### config.mk
export PLATFORM = sky130hd
export DESIGN_NAME = ibp_cmd_queue
export DESIGN_NICKNAME = d
export VERILOG_FILES = /design/src/rtl/core/ibp_pkg.sv /design/src/rtl/core/ibp_cmd_queue.sv
export SDC_FILE = /design/constraint.sdc
export NUM_CORES = 1
export LEC_CHECK = 0
export ABC_AREA = 1
export ABC_CLOCK_PERIOD_IN_PS = 5400
export BUFFER_PORTS_ARGS = -buffer_cell sky130_fd_sc_hd__buf_2
export CORE_ASPECT_RATIO = 0.7
export CORE_MARGIN = 4
export CORE_UTILIZATION = 30
export DETAILED_ROUTE_END_ITERATION = 6
export PLACE_DENSITY = 0.49
export SYNTH_ARGS = -nofsm -noshare
export SYNTH_HDL_FRONTEND = slang
export SYNTH_SLANG_ARGS = --single-unit
### constraint.sdc
create_clock -name clk -period 5.4 [get_ports clk]
set_input_delay 0.27 -clock clk [delete_from_list [all_inputs] [get_ports clk]]
set_output_delay 0.27 -clock clk [all_outputs]
set_load 0.01 [all_outputs]
### src/rtl/core/ibp_pkg.sv
// ibp_pkg: shared types and constants for the image border padding block.
// Depends on nothing; used by every module under rtl/core.
package ibp_pkg;

    // Input word opcodes
    localparam logic OP_WRITE = 1'b0;
    localparam logic OP_READ  = 1'b1;

    // Padding modes
    localparam logic [1:0] MODE_FILL   = 2'd0;
    localparam logic [1:0] MODE_CLAMP  = 2'd1;
    localparam logic [1:0] MODE_MIRROR = 2'd2;
    localparam logic [1:0] MODE_WRAP   = 2'd3;

    // Configuration register indexes
    localparam int REG_INDEX_W = 3;
    localparam int CFG_DATA_W  = 8;
    localparam logic [REG_INDEX_W-1:0] REG_SOURCE_WIDTH  = 3'd0;
    localparam logic [REG_INDEX_W-1:0] REG_SOURCE_HEIGHT = 3'd1;
    localparam logic [REG_INDEX_W-1:0] REG_PAD_TOP       = 3'd2;
    localparam logic [REG_INDEX_W-1:0] REG_PAD_BOTTOM    = 3'd3;
    localparam logic [REG_INDEX_W-1:0] REG_PAD_LEFT      = 3'd4;
    localparam logic [REG_INDEX_W-1:0] REG_PAD_RIGHT     = 3'd5;
    localparam logic [REG_INDEX_W-1:0] REG_PAD_MODE      = 3'd6;
    localparam logic [REG_INDEX_W-1:0] REG_FILL_VALUE    = 3'd7;

    // Command kinds passed from front to back
    localparam logic [1:0] CMD_LIT = 2'd0;  // result is the carried value, no memory access
    localparam logic [1:0] CMD_WR  = 2'd1;  // store pixel, result 0 / ok
    localparam logic [1:0] CMD_RD  = 2'd2;  // result comes from the frame store

    typedef struct packed {
        logic       opcode;
        logic [1:0] channel;
        logic [8:0] coord_x;
        logic [8:0] coord_y;
        logic [7:0] pixel_in;
    } in_word_t;

    typedef struct packed {
        logic [7:0] pixel_out;
        logic       status;
    } out_word_t;

    typedef struct packed {
        logic [7:0] source_width;
        logic [7:0] source_height;
        logic [6:0] pad_top;
        logic [6:0] pad_bottom;
        logic [6:0] pad_left;
        logic [6:0] pad_right;
        logic [1:0] pad_mode;
        logic [7:0] fill_value;
    } cfg_t;

    typedef struct packed {
        logic [1:0] kind;
        logic [1:0] channel;
        logic [7:0] sx;
        logic [7:0] sy;
        logic [7:0] value;
        logic       status;
    } cmd_t;

endpackage

### src/rtl/core/ibp_cmd_queue.sv
// ibp_cmd_queue: two-entry command queue between the front and the back.
// Depends on ibp_pkg.
module ibp_cmd_queue (
    input  logic          clk,
    input  logic          rst_n,
    input  logic          push,
    input  ibp_pkg::cmd_t push_cmd,
    output logic          full,
    output logic          valid,
    input  logic          pop,
    output ibp_pkg::cmd_t head_cmd
);

    localparam int DEPTH = 2;

    ibp_pkg::cmd_t entry_reg [DEPTH];
    logic          head_reg, head_next;
    logic          tail_reg, tail_next;
    logic [1:0]    count_reg, count_next;
    logic          do_push;
    logic          do_pop;

    assign full     = (count_reg == 2'(DEPTH));
    assign valid    = (count_reg != 2'd0);
    assign do_push  = push && !full;
    assign do_pop   = pop && valid;
    assign head_cmd = entry_reg[head_reg];

    always_comb
    begin
        head_next  = do_pop  ? ~head_reg : head_reg;
        tail_next  = do_push ? ~tail_reg : tail_reg;
        count_next = count_reg + 2'(do_push) - 2'(do_pop);
    end

    always_ff @(posedge clk or negedge rst_n)
    begin
        if (!rst_n)
        begin
            head_reg  <= 1'b0;
            tail_reg  <= 1'b0;
            count_reg <= 2'd0;
        end
        else
        begin
            head_reg  <= head_next;
            tail_reg  <= tail_next;
            count_reg <= count_next;
        end
    end

    always_ff @(posedge clk)
    begin
        if (do_push)
        begin
            entry_reg[tail_reg] <= push_cmd;
        end
    end

endmodule

# Word-level counts from Yosys, hierarchy flattened
# Memory sizes are Yosys's and may differ from the RTL's.
# Index checks and enable logic that the tools add are counted.
# classes
bitwise_logic	2
n_mux	2
n_reduce_logical	4
n_eq_ne	1
addsub	2
# ops
cell	n
adder 2 x 1 -> 2 bit	1
equality test 2 bit (second input constant)	1
logical AND 1 bit	2
2-to-1 mux 1 bit	2
NOT 1 bit	2
nonzero test 2 bit	1
subtractor 2 x 1 -> 2 bit	1
zero test 1 bit	1
# word_totals
output_inout_bits	31
wordCells	15
mem_count	1
reg_bits	4
ramBits	58
in_bits	33
# memory_table
name	depth	width	rd	rd_clocked_by_memory_dff	write_ports	line	rtl
entry_reg	2	29	1	0	1	ibp_cmd_queue.sv:16	ibp_pkg::cmd_t entry_reg [DEPTH];

# Longest topological paths before layout
# logic_depth
word_depth	5
depth_mapped	10

# Least setup slack after synthesis
# Ideal clock, no wire load.
# synth_path
path_kind	register -> register
startpoint	register count_reg[1]
endpoint	memory entry_reg[1][0] in the netlist's numbering (enable)
slack_ns	3.197
stages_incl_launch_ff	4
path_buffers	0
setup_ns	0.415
arrival_time_ns	1.788
required_time_ns	4.985
cell_sequence	dfrtp_1 -> nand2_1 -> nand2_1 -> nor2_1
# synth_via
elab_chain_len	5
# synth_rtl
element	line	rtl
start, declared	ibp_cmd_queue.sv:19	logic [1:0] count_reg, count_next;
start signal, assigned	ibp_cmd_queue.sv:48	count_reg <= count_next;
equality test 2 bit	ibp_cmd_queue.sv:23	assign full = (count_reg == 2'(DEPTH));
zero test 1 bit	ibp_cmd_queue.sv:25	assign do_push = push && !full;
logical AND 1 bit	ibp_cmd_queue.sv:25	
2-to-1 mux 1 bit	ibp_cmd_queue.sv:54	if (do_push)
2-to-1 mux 1 bit (not written as such)	ibp_cmd_queue.sv:56	entry_reg[tail_reg] <= push_cmd;
end, declared	ibp_cmd_queue.sv:16	
# No other way between the ends.

==> results.md <==
* Final wirelength at 4740 um
* CTS Root Buffer Type: sky130_fd_sc_hd__clkbuf_8
* Max frequency at 0.388 GHz
* Arrival time reported for the critical path endpoint at 2.30 ns
* CTS sink cnt at 62
* Max Fanout on Critical Path at 31
* Largest cells by area after synthesis: sky130_fd_sc_hd__edfxtp_1, sky130_fd_sc_hd__nand2_1, sky130_fd_sc_hd__dfrtp_1
* Initial standard-cell utilization of the core at 0.314
* Remaining antenna violation count at 0
* RR Startpoint: head_reg$_DFFE_PN0P_
* Max FFs per register at 58
* Layout Nets at 289
* Routed length per placed instance at 13.3 um
* Hold_sp: push_cmd[20]
* Vertical die dimension at 81.7 um
* Via count of the first global-routing pass at 1444
* Detailed Routing Iterations Pass 1 at 4
* Syn Nets at 219
* Worst setup path startpoint: head_reg$_DFFE_PN0P_
* Share of the clock period used by the worst path after layout at 0.477
* Placed wire-length estimate after detailed placement at 3070 um
* Total of warnings raised by yosys at 0
* Share of the synthesized area in the top cell type at 0.748
* Clock Path Buffers at 2
* Final critical path time including I/O delays and setup at 2.57 ns
* Layout cells sized above 1 at 0.301
* Count of antenna diodes in the layout at 0
* Final Util at 0.403
* RSZ-0062 raised after global routing: false
* Layout Area Growth over Synthesis at 28.4%
* Cells traversed along the worst timing path: inv_2 -> nand2_1 -> nand2_1 -> buf_2
* Clock insertion delay at the later pin of the skew report at 0.33 ns
* Final GP Congestion at 0.664
* Largest area contributor in the netlist: sky130_fd_sc_hd__edfxtp_1
* Count of vias placed by the detailed router at 1483
* Ports placed on the boundary at 64
* Result of the run: finished clean
* Area of the mapped netlist at 0.00233 mm2
* Number of remaining DRC errors at 0
* Critical path endpoint category: primary output
* Final TNS setup at 0 ns
* Skew final at 0.00517 ns
* Delay of the slowest critical-path stage at 1.05 ns
* Worst IR Drop VDD at 198 uV
* R2R cell count at 3
* Level count of the clock H-tree at 3
* Via/cell ratio at 4.15
* Core Box Area at 0.00742 mm2
* Total power per unit cell area at 557 mW/mm2
* Number of buffers created by CTS at 9
* Total Routing Usage GR at 0.111
* Antenna violations before repair at 0
* Sequential element share of the synthesized area at 0.791
* Critical Setup Path Class: flop to primary output
* CTS tree: done
* Maximum capacitance violations at 0
* Transition at the pin with the smallest max-transition slack at 1.08 ns
* Pin count of the biggest net entering global routing at 32
* Number of standard-cell rows in the floorplan at 26
* Setup crit start kind: flop
* Buffers & Inverters on Critical Path at 2
* Count of mapped cells out of synthesis at 184
* Worst-path cell with the longest stage delay: sky130_fd_sc_hd__dfrtp_1
* Crit path capture: head_cmd[12]
* Total number of cells along the worst setup path at 4
* Buffers on Ports at 63
* Initial DRC count at 69
* CTS clock-pin slew for the worst setup and hold paths at 0.07 ns
* Final global-route overflow total at 0
* Distinct cell type count after synthesis at 9
* Endpoints failing hold at 0
* Worst hold path class: input pin to flop
* Max-slew violation count at 0
* Number of register bits inferred by synthesis at 62
* Final-layout worst hold slack at 0.122 ns
* Family with the most delay on the worst path: flip-flops
* Destination of the worst register-to-register timing path: head_reg$_DFFE_PN0P_
* Most used cell, CP: sky130_fd_sc_hd__nand2_1
* Final setup violating endpoints at 0
* Pleak at 0.00133 uW
* Reg2Reg Setup Slack at 3.43 ns
* First-pass GRT wire length at 7410 um
* Horizontal die dimension at 113 um
* Die area at 0.00926 mm2
* CP Data Required Time at 5.13 ns
* Slew Limit Headroom at 0.280
* Average cell area after synthesis at 12.7 um2
worst min path at each step:
stage                                             to  slack [ns]  cells past startpoint
after floorplan               count_reg[0]$_DFF_PN0_       -0.03                      0
after global placement        count_reg[0]$_DFF_PN0_        0.09                      1
after CTS                 entry_reg[0][20]$_DFFE_PP_        0.10                      1
after global routing      entry_reg[0][20]$_DFFE_PP_        0.09                      1
final                     entry_reg[0][20]$_DFFE_PP_        0.12                      1
after detailed placement      count_reg[0]$_DFF_PN0_        0.08                      1
cells by family after synthesis:
group | Yosys count | synth area share
fa+ha+maj | 2 | 0.0107
simple gates | 104 | 0.169
flops | 62 | 0.791
buf+inv | 16 | 0.0290
power by group:
group / total [uW] / switching (uW) / internal (uW)
logic: 474 / 308 / 165
clock network: 472 / 168 / 304
registers: 721 / 62.8 / 658
metrics by stage:
stage / cell area, um2 / instances / power [uW] / worst slack [ns]
3_5_place_dp: 2750 / 340 / 1220 / 3.09
2_1_floorplan: 2330 / 184 / 1010 / 3.20
4_1_cts: 2990 / 357 / 1700 / 2.70
3_3_place_gp: 2750 / 340 / 1220 / 3.11
5_1_grt: 2990 / 357 / 1790 / 2.53
6_report: 2990 / 357 / 1670 / 2.83
worst register-to-register path, cell delays in order (launching register included):
cell and delay (ns):
sky130_fd_sc_hd__dfrtp_1 1.05, sky130_fd_sc_hd__inv_2 0.53, sky130_fd_sc_hd__nand3_1 0.21, sky130_fd_sc_hd__nand2_1 0.07
synthesized netlist by cell type:
cell and count:
sky130_fd_sc_hd__buf_2 6, sky130_fd_sc_hd__dfrtp_1 4, sky130_fd_sc_hd__edfxtp_1 58, sky130_fd_sc_hd__ha_1 2
sky130_fd_sc_hd__inv_1 9, sky130_fd_sc_hd__inv_2 1, sky130_fd_sc_hd__nand2_1 100, sky130_fd_sc_hd__nand3_1 3
sky130_fd_sc_hd__nor2_1 1
layout make-up:
cell class	count	area (um2)
multi-input cells	106	427
repair buffers	65	333
clock buffers	11	131
fillers	750	4430
well taps	98	123
flip-flops and latches	62	1840
clock inverters	5	97.6
inverters	10	37.5
per-layer routing:
metal | global-route usage | vias up | share of wire
li1 | - | 745 | -
met1 | 0.148 | 675 | 0.48
met2 | 0.155 | 55 | 0.42
met3 | 0.0515 | 8 | 0.085
met4 | 0.0468 | 0 | 0.015
met5 | 0 | - | 0
layout by cell type, fill, tap and decap left out:
cell type	n
sky130_fd_sc_hd__dfrtp_1	4
sky130_fd_sc_hd__bufinv_16	3
sky130_fd_sc_hd__dlygate4sd3_1	1
sky130_fd_sc_hd__edfxtp_1	58
sky130_fd_sc_hd__clkinv_1	2
sky130_fd_sc_hd__inv_2	1
sky130_fd_sc_hd__ha_1	2
sky130_fd_sc_hd__inv_1	9
sky130_fd_sc_hd__nand2_1	100
sky130_fd_sc_hd__buf_4	1
sky130_fd_sc_hd__buf_2	63
sky130_fd_sc_hd__nor2_4	1
sky130_fd_sc_hd__clkbuf_8	9
sky130_fd_sc_hd__nand3_1	3
sky130_fd_sc_hd__clkbuf_1	2
repair_timing:
action	4_1_cts	5_1_grt
hold buffers	1	0
gates resized for setup	0	0
endpoints found under the hold margin	4	0
buffers inserted	0	0
Note: power is estimated with default switching activity, not from simulation.
