$ cat src/rtl/core/ibp_pkg.sv
// ibp_pkg: shared types and constants for the image border padding block.
// Depends on nothing; used by every module under rtl/core.
package ibp_pkg;

    // Input word opcodes
    localparam logic OP_WRITE = 1'b0;
    localparam logic OP_READ  = 1'b1;

    // Padding modes
    localparam logic [1:0] MODE_FILL   = 2'd0;
    localparam logic [1:0] MODE_CLAMP  = 2'd1;
    localparam logic [1:0] MODE_MIRROR = 2'd2;
    localparam logic [1:0] MODE_WRAP   = 2'd3;

    // Configuration register indexes
    localparam int REG_INDEX_W = 3;
    localparam int CFG_DATA_W  = 8;
    localparam logic [REG_INDEX_W-1:0] REG_SOURCE_WIDTH  = 3'd0;
    localparam logic [REG_INDEX_W-1:0] REG_SOURCE_HEIGHT = 3'd1;
    localparam logic [REG_INDEX_W-1:0] REG_PAD_TOP       = 3'd2;
    localparam logic [REG_INDEX_W-1:0] REG_PAD_BOTTOM    = 3'd3;
    localparam logic [REG_INDEX_W-1:0] REG_PAD_LEFT      = 3'd4;
    localparam logic [REG_INDEX_W-1:0] REG_PAD_RIGHT     = 3'd5;
    localparam logic [REG_INDEX_W-1:0] REG_PAD_MODE      = 3'd6;
    localparam logic [REG_INDEX_W-1:0] REG_FILL_VALUE    = 3'd7;

    // Command kinds passed from front to back
    localparam logic [1:0] CMD_LIT = 2'd0;  // result is the carried value, no memory access
    localparam logic [1:0] CMD_WR  = 2'd1;  // store pixel, result 0 / ok
    localparam logic [1:0] CMD_RD  = 2'd2;  // result comes from the frame store

    typedef struct packed {
        logic       opcode;
        logic [1:0] channel;
        logic [8:0] coord_x;
        logic [8:0] coord_y;
        logic [7:0] pixel_in;
    } in_word_t;

    typedef struct packed {
        logic [7:0] pixel_out;
        logic       status;
    } out_word_t;

    typedef struct packed {
        logic [7:0] source_width;
        logic [7:0] source_height;
        logic [6:0] pad_top;
        logic [6:0] pad_bottom;
        logic [6:0] pad_left;
        logic [6:0] pad_right;
        logic [1:0] pad_mode;
        logic [7:0] fill_value;
    } cfg_t;

    typedef struct packed {
        logic [1:0] kind;
        logic [1:0] channel;
        logic [7:0] sx;
        logic [7:0] sy;
        logic [7:0] value;
        logic       status;
    } cmd_t;

endpackage

$ cat src/rtl/core/ibp_front.sv
// ibp_front: classifies an input word and maps padded coordinates to source ones.
// Depends on ibp_pkg; feeds ibp_cmd_queue.
module ibp_front #(
    parameter int MAX_WIDTH    = 128,
    parameter int MAX_HEIGHT   = 128,
    parameter int MAX_CHANNELS = 3
) (
    input  ibp_pkg::in_word_t in_word,
    input  ibp_pkg::cfg_t     cfg,
    output ibp_pkg::cmd_t     cmd
);

    // Returns {in_src, source coordinate} for one axis.
    function automatic logic [8:0] map_axis(
        input logic [8:0] p,
        input logic [6:0] pre,
        input logic [7:0] n,
        input logic [1:0] mode
    );
        logic [8:0] last;
        logic [6:0] d_lo;
        logic [8:0] d_hi;
        logic [7:0] s;
        logic       in_src;
        last   = {2'b00, pre} + {1'b0, n};
        d_lo   = pre - p[6:0];
        d_hi   = p - last;
        in_src = (p >= {2'b00, pre}) && (p < last);
        if (in_src)
        begin
            s = 8'(p - {2'b00, pre});
        end
        else if (p < {2'b00, pre})
        begin
            case (mode)
                ibp_pkg::MODE_CLAMP:  s = 8'd0;
                ibp_pkg::MODE_MIRROR: s = {1'b0, d_lo} - 8'd1;
                default:              s = n - {1'b0, d_lo};
            endcase
        end
        else
        begin
            case (mode)
                ibp_pkg::MODE_CLAMP:  s = n - 8'd1;
                ibp_pkg::MODE_MIRROR: s = n - 8'd1 - d_hi[7:0];
                default:              s = d_hi[7:0];
            endcase
        end
        return {in_src, s};
    endfunction

    logic       geom_ok;
    logic       chan_ok;
    logic [9:0] dst_w;
    logic [9:0] dst_h;
    logic       wide;
    logic [8:0] map_x;
    logic [8:0] map_y;

    assign geom_ok = (cfg.source_width != 8'd0) && (32'(cfg.source_width) <= MAX_WIDTH) &&
                     (cfg.source_height != 8'd0) && (32'(cfg.source_height) <= MAX_HEIGHT);
    assign chan_ok = 32'(in_word.channel) < MAX_CHANNELS;

    assign dst_w = {2'b00, cfg.source_width} + {3'b000, cfg.pad_left} +
                   {3'b000, cfg.pad_right};
    assign dst_h = {2'b00, cfg.source_height} + {3'b000, cfg.pad_top} +
                   {3'b000, cfg.pad_bottom};

    // mirror and wrap cannot reach past one source width or height of padding
    assign wide = ((cfg.pad_mode == ibp_pkg::MODE_MIRROR) ||
                   (cfg.pad_mode == ibp_pkg::MODE_WRAP)) &&
                  (({1'b0, cfg.pad_top} > cfg.source_height) ||
                   ({1'b0, cfg.pad_bottom} > cfg.source_height) ||
                   ({1'b0, cfg.pad_left} > cfg.source_width) ||
                   ({1'b0, cfg.pad_right} > cfg.source_width));

    assign map_x = map_axis(in_word.coord_x, cfg.pad_left, cfg.source_width, cfg.pad_mode);
    assign map_y = map_axis(in_word.coord_y, cfg.pad_top, cfg.source_height, cfg.pad_mode);

    always_comb
    begin
        cmd         = '0;
        cmd.kind    = ibp_pkg::CMD_LIT;
        cmd.channel = in_word.channel;
        cmd.value   = 8'd0;
        cmd.status  = 1'b1;
        if (geom_ok && chan_ok)
        begin
            if (in_word.opcode == ibp_pkg::OP_WRITE)
            begin
                if ((in_word.coord_x < {1'b0, cfg.source_width}) &&
                    (in_word.coord_y < {1'b0, cfg.source_height}))
                begin
                    cmd.kind   = ibp_pkg::CMD_WR;
                    cmd.sx     = in_word.coord_x[7:0];
                    cmd.sy     = in_word.coord_y[7:0];
                    cmd.value  = in_word.pixel_in;
                    cmd.status = 1'b0;
                end
            end
            else if (({1'b0, in_word.coord_x} < dst_w) &&
                     ({1'b0, in_word.coord_y} < dst_h) && !wide)
            begin
                cmd.status = 1'b0;
                if ((cfg.pad_mode == ibp_pkg::MODE_FILL) && !(map_x[8] && map_y[8]))
                begin
                    cmd.value = cfg.fill_value;
                end
                else
                begin
                    cmd.kind = ibp_pkg::CMD_RD;
                    cmd.sx   = map_x[7:0];
                    cmd.sy   = map_y[7:0];
                end
            end
        end
    end

endmodule

$ cat config.mk
export PLATFORM = sky130hd
export DESIGN_NAME = ibp_front
export DESIGN_NICKNAME = d
export VERILOG_FILES = /design/src/rtl/core/ibp_pkg.sv /design/src/rtl/core/ibp_front.sv
export SDC_FILE = /design/constraint.sdc
export NUM_CORES = 1
export LEC_CHECK = 0
export BUFFER_PORTS_ARGS = -buffer_cell sky130_fd_sc_hd__buf_2
export CAP_MARGIN = 20
export CORE_UTILIZATION = 50
export DETAILED_ROUTE_END_ITERATION = 10
export PLACE_DENSITY = 0.77
export SLEW_MARGIN = 20
export SYNTH_ARGS = -nofsm -noshare
export SYNTH_HDL_FRONTEND = slang
export SYNTH_SLANG_ARGS = --single-unit
$ cat constraint.sdc
create_clock -name vclk -period 10.5
set_input_delay 2.1 -clock vclk [all_inputs]
set_output_delay 2.1 -clock vclk [all_outputs]
set_load 0.005 [all_outputs]
# [Word level (Yosys, flattened, before mapping)]
# Cells that the tools add are included.
[op_classes] n_mux=19 add_sub_neg=20 order_cmp=17 n_reduce_logical=21 n_eq_ne=3
[op_table] cell="$mux 25" count=4
[op_table] cell="$pmux 8 s2" count=4
[op_table] cell="$mux 8" count=5
[op_table] cell="$gt 7x8->1" count=4
[op_table] cell="$sub 8x7->8" count=4
[op_table] cell="$sub 8x8->8" count=4
[op_table] cell="$add 9x7->10" count=2
[op_table] cell="$lt 9x10->1" count=2
[op_table] cell="$add 7x8->9" count=2
[op_table] cell="$add 8x7->9" count=2
[op_table] cell="$ge 9x7->1" count=2
[op_table] cell="$lt 9x7->1" count=2
[op_table] cell="$lt 9x8->1" count=2
[op_table] cell="$lt 9x9->1" count=2
[op_table] cell="$le 8x8->1 const B" count=2
[op_table] cell="$mux 16" count=1
[op_table] cell="$reduce_bool 8->1" count=2
[op_table] cell="$sub 7x1->8 const B" count=2
[op_table] cell="$sub 8x1->8 const B" count=2
[op_table] cell="$sub 7x7->7" count=2
[op_table] cell="$logic_and 1x1->1" count=12
[op_table] cell="$mux 2" count=4
[op_table] cell="$eq 2x2->1 const B" count=2
[op_table] cell="$logic_or 1x1->1" count=4
[op_table] cell="other kinds (5)" count=6
[word_totals] input_bits=83 output_inout_bits=29 reg_bits=0

# [Depth between registers and ports, before layout]
[logic_depth] ltp_word=10 mapped_depth=22 ltp_nobuf=22

# [Worst setup path before layout]
# No wires, ideal clock.
[synth_path] kind="input -> output" start="input cfg[17] (netlist bit)" end="output cmd[24] (netlist bit)" stages=18 arrival_time_ps=5535 slack_ps=2865 required_time_ps=8400 n_path_buf=0 path_cell_list="ha_1 -> fa_1 -> inv_1 -> ha_1 -> nor2b_1 -> o31a_1 -> o21ai_0 -> nand2b_1 -> xnor2_1 -> ha_1 -> or2_2 -> a21oi_1 -> a21oi_1 -> xnor2_1 -> or2_1 -> a211oi_1 -> o221ai_1 -> nand3_1"
[synth_rtl] item="start, declared" line="ibp_front.sv:9" source="input ibp_pkg::cfg_t cfg,"
[synth_rtl] item="end, declared" line="ibp_front.sv:10" source="output ibp_pkg::cmd_t cmd"

==> flow_metrics.tcl <==
set metrics [dict create \
    avgSynthCellArea_um2 7.76 \
    cellPowerDensity_nw_per_um2 97.8 \
    swShare_pct 56.0 \
    pwr-share-clk_pct 0 \
    synth_top_area_share_pct 29.9 \
    dpl_worst_slack_ps 1970 \
    power.leakage_nw 3.90 \
    p_sw_uw 422 \
    critPathCaptureType "primary output" \
    finalPower_uw 754 \
    fin_crit_ps 8620 \
    setup_slack_ps 1880 \
    timing.fmax_mhz 116 \
    rsz0062_at_grt "false" \
    arrival_ps 6520 \
    die_y_um 121 \
    diodes 0 \
    first_pass_iters 5 \
    grt_pass1_wl_um 33200 \
    required_ps 8400 \
    synth_fp_nets 1186 \
    placed_cells 1170 \
    grt_pass1_vias 6621 \
    worstSetupStartpointType "primary input" \
    cp_max_fo 7 \
    ys_seq_area_share_pct 0 \
    criticalPathCategory "in -> out" \
    final_nets 1276 \
    grt.total_usage_pct 28.4 \
    dp_hpwl_um 17500 \
    status "completed" \
    yosysUniqueCellTypes 75 \
    relSlewSlack_pct 54.7 \
    die_w_um 121 \
    clock_buffers 0 \
    ir_drop_v 0.0000470 \
    min_from "in_word[27]" \
    ys_top_cells_by_count "ha_1, inv_1, a21oi_1" \
    hold_viol 0 \
    synth_most_common_cell "ha_1" \
    area.growth.synth_to_final_pct 9.55 \
    crit_start "cfg[47]" \
    final-setup-viol-count 0 \
    drv_slew 0 \
    pin_count 112 \
    cap_violations 0 \
    place_congestion 0.958 \
    drtAntennaViolNets 0 \
    synthCells 907 \
    stdcell_area_um2 7710 \
    pwr-share-comb_pct 100.0 \
    drc 0 \
    synth_area_leaders "ha_1, fa_1, xnor2_1, inv_1, a21oi_1" \
    tns_ps 0 \
    post_cts_resized 0 \
    grt_overflow_total 0 \
    via_per_inst 6.01 \
    postCtsSetupRepairBufs 0 \
    seq_cell_count 0 \
    fin_crit_sh_pct 82.1 \
    initialDrtViolationCount 509 \
    coreArea_um2 13500 \
    start_util_pct 52.1 \
    grt_max_degree 27 \
    drive_above_1_share_pct 13.2 \
    p_seq_share_pct 0 \
    antenna_found_initial 0 \
    numPortBuffers 112 \
    ctsHoldBuffers 0 \
    dieArea_um2 14600 \
    dpl_cell_area_um2 7700 \
    instances_no_fill 1171 \
    wirelength_um 20800 \
    hold_ws_ps 4400 \
    detail_route.wl_per_cell_um 17.8 \
    rows 42 \
    internal_power_uw 332 \
    ys.warnings.count 0 \
    hp-class "in -> out" \
    worstMarginPinSlew_ps 678 \
    synth_top_area_cell "ha_1" \
    syn-cell-area_um2 7040 \
    vias 7035 \
    seq_area_um2 0 \
    final_util_pct 57.1 \
]
==> worst paths after layout <==
path	slack, ps	depth (start not counted)	endpoint
worst min-delay path	4400	2	cmd[26]
worst max-delay path	1880	24	cmd[24]
==> worst max-delay path: stages <==
cell,delay [ps]
buf_2,180
inv_1,180
ha_1,360
inv_1,60
a21oi_1,130
nor2_1,50
nor2_1,170
xnor2_1,140
ha_1,270
o21a_1,120
o31a_1,130
o21ai_0,160
nand2b_1,80
xnor2_1,300
ha_1,340
or2_2,300
a21oi_1,150
a21oi_1,80
xnor2_1,160
or2_1,230
a211oi_1,350
o221ai_1,180
nand3_1,160
buf_2,130
==> power by group through the flow <==
stage / registers [mW] / logic, mW / clock network (mW)
2_1_floorplan: 0 / 0.566 / 0
3_3_place_gp: 0 / 0.725 / 0
3_5_place_dp: 0 / 0.738 / 0
4_1_cts: 0 / 0.744 / 0
5_1_grt: 0 / 0.840 / 0
6_report: 0 / 0.754 / 0
==> layout make-up <==
cell class | instances | area (µm²)
fill | 1286 | 5790
inverter | 104 | 390
multi-input combinational | 776 | 6510
tap | 176 | 220
timing repair buffer | 115 | 591
==> cell usage in the layout, fill, tap and decap left out, types with 25 or more instances in the layout <==
cell type,Yosys,layout
xnor2_1,58,58
nand2_1,35,35
xor2_1,36,36
fa_1,28,28
buf_2,11,112
ha_1,168,168
o21ai_0,46,46
nor2_1,53,53
a21o_1,28,28
inv_1,104,104
nand3_1,25,25
a21oi_1,77,77
==> logic make-up (layout without fill, tap and decap cells) <==
kind of cell / count (synthesis) / in the layout / share of synthesized area, %
buf+inv: 131 / 219 / 7.61
compound gates: 283 / 283 / 27.3
simple gates: 194 / 194 / 14.1
xor+xnor: 95 / 95 / 12.0
fa+ha+maj: 196 / 196 / 37.8
mux: 8 / 8 / 1.19
==> per-layer routing <==
layer  vias up  global-route usage, %  part of all wire [%]
li1       3448                      -                     -
met2       286                   46.6                    45
met4         0                   5.17                   1.8
met3        33                   2.22                   7.5
met1      3268                   40.7                    46
met5         -                      0                     0
Power figures use the tool's default switching activity.
